<file path="src/hw/rtl/fbm_gradient_noise_2d_macros.svh">
// Assertion macros shared by the terrain noise RTL.
`ifndef FBM_GRADIENT_NOISE_2D_MACROS_SVH
`define FBM_GRADIENT_NOISE_2D_MACROS_SVH

// Whenever the antecedent holds, the consequent holds in the same cycle.
`define FGN_ASSERT_IMPLIES(label, clk, rst_n, ante, cons, msg) \
    label: assert property (@(posedge clk) disable iff (!rst_n) (ante) |-> (cons)) \
        else $error(msg);

// Whenever the antecedent holds, the consequent holds in the next cycle.
`define FGN_ASSERT_NEXT(label, clk, rst_n, ante, cons, msg) \
    label: assert property (@(posedge clk) disable iff (!rst_n) (ante) |=> (cons)) \
        else $error(msg);

`endif

</file>
<file path="src/hw/rtl/fgn_pkg.sv">
// Shared types, widths, constants and the angle table builder for the noise pipeline.
package fgn_pkg;

    localparam int MAX_OCTAVES_DEF = 8;
    localparam int ANGLE_BITS_DEF  = 10;

    localparam int P_W    = 64;
    localparam int AMP_W  = 37;
    localparam int TOT_W  = 61;
    localparam int TAMP_W = 41;
    localparam int Q_W    = 20;
    localparam int NZ_W   = 19;
    localparam int CS_W   = 17;
    localparam int D_W    = 18;
    localparam int G_W    = 36;
    localparam int L_W    = 38;
    localparam int U_W    = 17;
    localparam int F_W    = 16;
    localparam int PR_W   = L_W + U_W + 1;

    localparam logic [AMP_W-1:0] AMP_ONE = 37'd65536;
    localparam logic [AMP_W-1:0] AMP_CAP = 37'h0F_FFFF_FFFF;

    localparam logic [31:0] HASH_CX = 32'h8da6b343;
    localparam logic [31:0] HASH_CZ = 32'hd8163841;
    localparam logic [31:0] MIX_A   = 32'h7feb352d;
    localparam logic [31:0] MIX_B   = 32'h846ca68b;

    localparam logic [63:0] HALF_PI_Q30 = 64'd1686629713;
    localparam logic [63:0] ONE_Q30     = 64'd1073741824;

    localparam int CFG_W = 3;
    localparam logic [CFG_W-1:0] REG_SEED  = 3'd0;
    localparam logic [CFG_W-1:0] REG_OCTS  = 3'd1;
    localparam logic [CFG_W-1:0] REG_BFREQ = 3'd2;
    localparam logic [CFG_W-1:0] REG_LAC   = 3'd3;
    localparam logic [CFG_W-1:0] REG_GAIN  = 3'd4;
    localparam logic [CFG_W-1:0] REG_SCALE = 3'd5;

    localparam logic [31:0] SEED_RST  = 32'd0;
    localparam logic [3:0]  OCTS_RST  = 4'd4;
    localparam logic [31:0] BFREQ_RST = 32'd16777216;
    localparam logic [23:0] LAC_RST   = 24'd131072;
    localparam logic [19:0] GAIN_RST  = 20'd32768;
    localparam logic [23:0] SCALE_RST = 24'd65536;

    typedef struct packed {
        logic                     v;
        logic [P_W-1:0]           px;
        logic [P_W-1:0]           pz;
        logic [AMP_W-1:0]         amp;
        logic signed [TOT_W-1:0]  tot;
        logic [TAMP_W-1:0]        tamp;
    } oct_bus_t;

    typedef struct packed {
        logic              v;
        logic [TAMP_W-1:0] rem;
        logic [TAMP_W-1:0] den;
        logic [Q_W-1:0]    low;
        logic [Q_W-1:0]    quo;
        logic              neg;
    } div_bus_t;

    // Sine in the upper half, cosine in the lower half, both Q1.15 rounded,
    // for quarter-wave step m; evaluated at elaboration only.
    function automatic logic [31:0] cs_entry(input int unsigned m, input int unsigned qb);
        logic [63:0] a;
        logic [63:0] a2;
        logic [63:0] t;
        logic [63:0] sq;
        logic [63:0] sv;
        logic [63:0] cv;
        a  = (64'(m) * HALF_PI_Q30) >> qb;
        a2 = (a * a) >> 30;
        t  = ONE_Q30 - a2 / 64'd72;
        t  = ONE_Q30 - ((a2 * t) >> 30) / 64'd42;
        t  = ONE_Q30 - ((a2 * t) >> 30) / 64'd20;
        t  = ONE_Q30 - ((a2 * t) >> 30) / 64'd6;
        sq = (a * t) >> 30;
        t  = ONE_Q30 - a2 / 64'd56;
        t  = ONE_Q30 - ((a2 * t) >> 30) / 64'd30;
        t  = ONE_Q30 - ((a2 * t) >> 30) / 64'd12;
        t  = ONE_Q30 - ((a2 * t) >> 30) / 64'd2;
        sv = (sq + 64'd16384) >> 15;
        cv = (t + 64'd16384) >> 15;
        return {sv[15:0], cv[15:0]};
    endfunction

endpackage

</file>
<file path="src/hw/rtl/fgn_div_cell.sv">
// One restoring-division step as a registered cell of the normalization chain.
module fgn_div_cell (
    input  logic              clk,
    input  logic              rst_n,
    input  logic              en,
    input  fgn_pkg::div_bus_t bus_in,
    output fgn_pkg::div_bus_t bus_out
);

    logic [fgn_pkg::TAMP_W:0]   rem2;
    logic                       ge;
    logic                       v_reg;
    logic [fgn_pkg::TAMP_W-1:0] rem_reg;
    logic [fgn_pkg::TAMP_W-1:0] den_reg;
    logic [fgn_pkg::Q_W-1:0]    low_reg;
    logic [fgn_pkg::Q_W-1:0]    quo_reg;
    logic                       neg_reg;

    assign rem2 = {bus_in.rem, bus_in.low[fgn_pkg::Q_W-1]};
    assign ge   = (rem2 >= {1'b0, bus_in.den});

    always_ff @(posedge clk or negedge rst_n)
    begin
        if (!rst_n)
        begin
            v_reg <= 1'b0;
        end
        else if (en)
        begin
            v_reg <= bus_in.v;
        end
    end

    always_ff @(posedge clk)
    begin
        if (en)
        begin
            rem_reg <= fgn_pkg::TAMP_W'(ge ? (rem2 - {1'b0, bus_in.den}) : rem2);
            den_reg <= bus_in.den;
            low_reg <= {bus_in.low[fgn_pkg::Q_W-2:0], 1'b0};
            quo_reg <= {bus_in.quo[fgn_pkg::Q_W-2:0], ge};
            neg_reg <= bus_in.neg;
        end
    end

    always_comb
    begin
        bus_out.v   = v_reg;
        bus_out.rem = rem_reg;
        bus_out.den = den_reg;
        bus_out.low = low_reg;
        bus_out.quo = quo_reg;
        bus_out.neg = neg_reg;
    end

endmodule

</file>
<file path="config.mk">
export PLATFORM = sky130hd
export DESIGN_NAME = fgn_div_cell
export DESIGN_NICKNAME = d
export VERILOG_FILES = /design/src/hw/rtl/fbm_gradient_noise_2d_macros.svh /design/src/hw/rtl/fgn_pkg.sv /design/src/hw/rtl/fgn_div_cell.sv
export SDC_FILE = /design/constraint.sdc
export NUM_CORES = 1
export LEC_CHECK = 0
export BUFFER_PORTS_ARGS = -buffer_cell sky130_fd_sc_hd__buf_2
export CORE_MARGIN = 2
export CORE_UTILIZATION = 29
export CTS_BUF_LIST = sky130_fd_sc_hd__clkbuf_16
export DETAILED_ROUTE_END_ITERATION = 7
export SYNTH_ARGS = -nofsm -noshare
export SYNTH_HDL_FRONTEND = slang
export SYNTH_SLANG_ARGS = --single-unit
</file>
<file path="constraint.sdc">
create_clock -name clk -period 1 [get_ports clk]
set_input_delay 0.05 -clock clk [delete_from_list [all_inputs] [get_ports clk]]
set_output_delay 0.05 -clock clk [all_outputs]
set_load 0.01 [all_outputs]
</file>
After elaboration in Yosys (flattened, before gate mapping) --
Index checks and enable logic that the tools add are counted.
Word-level totals: bits in registers 123, input port bits 127, output and inout port bits 124, word-level logic and storage cells 9
Cells by class: $add $sub $neg 1, magnitude comparators 1, mux-type cells 1
Operators with widths (count):
- $ge 42x41->1 | 1
- $mux 41 | 1
- $sub 41x41->41 | 1

Longest topological paths before layout --
word-level depth 2, gate-level depth with buffers 14, depth with buffers taken out 12

Least setup slack after synthesis --
No wires, ideal clock.
path kind input to register, start point input bus_in[40] in the netlist's numbering, end point register rem_reg[14] in the netlist's numbering, data pin, setup time 0.262 ns, arrival 2.633 ns, data required time 0.738 ns, path slack -1.895 ns, cell stages on the path 13, path buffers 2, cell sequence inv_1 > ha_1 > inv_1 > fa_1 > a21o_1 > a22o_1 > o31a_1 > a2111o_1 > a21oi_2 > o221a_2 > buf_6 > buf_8 > mux2_1
Between the ends: word-level cells in the longest chain between the ends 2, elaborated cells between the ends (all ways) 3, classes of those cells add/sub (1); order compare (1); mux (1)
Ends and longest elaborated chain:
- start, declared | line fgn_div_cell.sv:6 | input fgn_pkg::div_bus_t bus_in,
- $sub 41x41->41 / $ge 42x41->1 (equally long branches) | line fgn_div_cell.sv:38, fgn_div_cell.sv:20
- $mux 41 * | line fgn_div_cell.sv:38 | rem_reg <= fgn_pkg::TAMP_W'(ge ? (rem2 - {1'b0, bus_in.den}) : rem2);
- end signal, assigned | line fgn_div_cell.sv:38
- end, declared | line fgn_div_cell.sv:13 | logic [fgn_pkg::TAMP_W-1:0] rem_reg;
Every way passes the cells marked *; elsewhere a longest branch is shown, timed or not. A chain may end at the register's enable or synchronous reset.

Final worst setup path --
start point input bus_in[40] in the netlist's numbering, end point register rem_reg[38] in the netlist's numbering, data pin
The elaborated chain is that of the path after synthesis.

==> Flow_metrics.wiki <==
{| class="wikitable"
! Metric !! Value
|-
| Number of remaining DRC errors || 0
|-
| IO Port Bufs || 248
|-
| Count of nets left with antenna violations after detail routing || 0
|-
| Fraction of registers with async set/reset || 0.8130%
|-
| Number of stages on the worst setup path || 14
|-
| Most used DFF post-synth || edfxtp_1
|-
| Fraction of post-synthesis cell area in the top cell type by area || 53.81%
|-
| Violated checks || negative setup slack
|-
| Startpoint Class || input port
|-
| Top cell type by total area after synthesis || edfxtp_1
|-
| Layout net count || 1341
|-
| Area growth from synthesis to layout || 72.69%
|-
| Gate count after technology mapping || 621
|-
| Number of synthesized flops with an enable pin || 122
|-
| Largest driver fanout on the critical path || 2
|-
| CTS tree || built
|-
| Minimum period implied by the final worst setup slack || 2526 ps
|-
| Worst setup path class || input port to register
|-
| Status || complete, but fails checks
|-
| Iteration count of the initial detailed-routing pass || 5
|-
| P per Cell Area || 1494 mW/mm^2
|-
| Total via count after detailed routing || 6810
|-
| Number of antenna violations at the first check in global routing || 0
|-
| Worst setup timing slack at the placement stage || -2034 ps
|-
| Final worst-path setup slack || -1526 ps
|-
| Static leakage power || 5.354 nW
|-
| Worst-case vdd ir drop || 1.022 mV
|-
| Fraction of final layout cells with drive strength greater than 1 || 43.12%
|-
| Maximum clock skew at final layout || 0 ps
|-
| Unrepaired setup endpoints after global routing || true
|-
| Count of yosys warnings during synthesis || 0
|-
| Area enclosed by the die boundary || 0.02472 sq mm
|-
| Detailed Route WL || 22090 microns
|-
| Global-route congestion overflow total || 0
|-
| Slack of the worst reg-to-reg path || 220 ps
|-
| Mean Syn Cell Area || 10.96 sq um
|-
| Cts bufs inserted || 17
|-
| All-Layer GR Usage || 17.53%
|-
| Rows || 56
|-
| Final count of pins violating max slew || 0
|-
| Maximum clock insertion buffer count || 2
|-
| Clk slew on worst S/H paths || 60 ps
|-
| Total nets after synthesis || 790
|-
| Area of the mapped netlist || 0.006808 sq mm
|-
| Data required time at the worst endpoint || 1160 ps
|-
| Master cell of the clock root buffer || clkbuf_16
|-
| Buffering stage count on the worst path with inverters included || 4
|-
| Diodes inserted || 0
|-
| Latest clock arrival within the worst-skew pair || 410 ps
|-
| Kind of end point of the critical path || register
|-
| Maximum clock rate || 395.9 MHz
|-
| Post-detail-place hpwl || 16550 microns
|-
| Routability congestion estimate || 0.8860
|-
| Synth area leaders || edfxtp_1, ha_1, o21ai_0
|-
| Delay contributed by the slowest stage of the critical path || 390 ps
|-
| Detailed router's first-iteration violation count || 396
|-
| Initial standard-cell utilization of the core || 29.27%
|-
| Min-delay worst type || input port to register
|-
| Placeable core region || 0.02326 sq mm
|-
| Number of clock sinks || 123
|-
| Share of the clock period used by the worst path after layout || 252.6%
|-
| Maximum number of pins on one net before global-route repair || 43
|-
| Routed via count divided by cell count || 4.528
|-
| Total of fill cells in the finished design || 2184
|-
| I/O pins || 251
|-
| Crit path DAT || 2690 ps
|-
| Depth of the most critical reg-to-reg path || 1
|-
| Cell type of the slowest stage on the worst timing path || a2111o_1
|-
| Sequential element share of the synthesized area || 54.18%
|-
| Via count of the first global-routing pass || 6793
|-
| Die Span X || 157.2 microns
|-
| Worst Hold Path Cells || 4
|-
| Register bit total from synthesis || 123
|-
| Final standard cell utilization of the core || 50.54%
|-
| Number of maximum-capacitance violations || 0
|-
| Wire length of the first global-routing pass || 33750 microns
|-
| Finish-stage setup viols || 54
|-
| Number of distinct standard cells referenced by the synthesized netlist || 64
|-
| Hold Fails Final Rpt || 0
|-
| Clock H-tree levels || 4
|-
| Crit path max-delay family || compound AO/OA/AOI/OAI gates
|-
| Wire length per cell after detailed routing || 14.69 microns
|-
| Die height || 157.2 microns
|-
| Crit path cell chain || buf_12 > inv_12 > ha_4 > inv_2 > fa_2 > a21o_1 > a22o_1 > o31a_1 > a2111o_1 > a21oi_2 > buf_4 > o21ai_2 > mux2_4 > a32o_1
|}
[cells in the mapped netlist, types with 5 or more instances]
cell type and n:
a21o_1 14, a21oi_1 44, and3_1 5, buf_4 6
clkbuf_1 12, edfxtp_1 122, ha_1 41, inv_1 53
nand2_1 70, nand3_1 11, nand4_1 12, nor2_1 28
nor2b_1 5, nor3_1 10, o211ai_1 11, o21a_1 5
o21ai_0 57, o21bai_1 7, xnor2_1 17, xor2_1 16
[cell usage in the layout, fill, tap and decap left out, types with 11 or more instances in the layout]
master / instances
a21o_1: 14
a21oi_1: 43
buf_2: 245
buf_4: 185
clkbuf_16: 17
dlygate4sd3_1: 114
edfxtp_1: 122
ha_1: 40
inv_1: 51
nand2_1: 69
nand3_1: 11
nand4_1: 12
nor2_1: 28
o211ai_1: 11
o21ai_0: 31
o21ai_1: 17
xnor2_1: 17
xor2_1: 16
[metrics by stage]
| step | power [W] | TNS (ps) | hold slack [ps] | cells | cell area, sq um |
|---|---|---|---|---|---|
| after global routing | 0.01844 | -65190 | 34.38 | 1504 | 11760 |
| final | 0.01757 | -59780 | 33.22 | 1504 | 11760 |
| after floorplan | 0.008628 | -66610 | -245.6 | 621 | 6839 |
| after CTS | 0.01771 | -58890 | 17.14 | 1503 | 11740 |
| after detailed placement | 0.01097 | -80820 | -173.8 | 1349 | 9803 |
| after global placement | 0.01092 | -77740 | -175.0 | 1349 | 9803 |
[worst paths after layout]
path                                         from                    end
worst min-delay path                  bus_in[121]  rem_reg[40]$_DFFE_PP_
worst min register to register  v_reg$_DFFE_PN0P_      v_reg$_DFFE_PN0P_
max in group asynchronous                   rst_n      v_reg$_DFFE_PN0P_
min in group asynchronous                   rst_n      v_reg$_DFFE_PN0P_
worst max-delay path                   bus_in[40]  rem_reg[38]$_DFFE_PP_
worst max register to register  v_reg$_DFFE_PN0P_      v_reg$_DFFE_PN0P_
[area by class of cell]
| class | instances | area, sq um | share of cell area, % |
|---|---|---|---|
| Timing Repair Buffer | 557 | 3971 | 33.78 |
| Multi-Input combinational cell | 419 | 2903 | 24.69 |
| Tap cell | 319 | 399.1 | 3.395 |
| Clock inverter | 15 | 151.4 | 1.288 |
| Sequential cell | 123 | 3689 | 31.38 |
| Inverter | 54 | 217.7 | 1.852 |
| Clock buffer | 17 | 425.4 | 3.619 |
[cells by family after synthesis]
kind of cell / after synthesis / synth area share (%)
AO/OA/AOI/OAI: 181 / 17.00
AND/OR/NAND/NOR: 154 / 10.31
flip-flops: 123 / 54.18
buffers and inverters: 79 / 5.091
adder cells (fa/ha/maj): 42 / 7.829
XOR/XNOR: 33 / 4.245
multiplexers: 8 / 1.286
other: 1 / 0.05508
[worst min-delay path: stages]
cell,delay (ps)
buf_2,90
buf_4,90
nand2_1,30
o21ai_0,70
[timing repair]
action,CTS,global route
hold buffers,114,0
endpoints found under the setup margin,72,140
setup buffers,7,2
resized for setup,52,10
gates cloned,1,0
endpoints found under the hold margin,112,0
pin swaps,12,1
[per-layer routing]
metal / wire [microns] / track usage (%) / vias up
li1: - / - / 3401
met1: 9673 / 21.88 / 3173
met2: 10730 / 30.15 / 215
met3: 1379 / 4.047 / 21
met4: 309 / 5.238 / 0
met5: 0 / 0 / -
[report_power, final]
| part | leakage, nW | switching, W | internal [W] |
|---|---|---|---|
| combinational | 3.87 | 0.00239 | 0.00259 |
| clock | 0.281 | 0.00258 | 0.00351 |
| sequential | 1.20 | 0.000148 | 0.00635 |
Note: power is estimated with default switching activity, not from simulation.
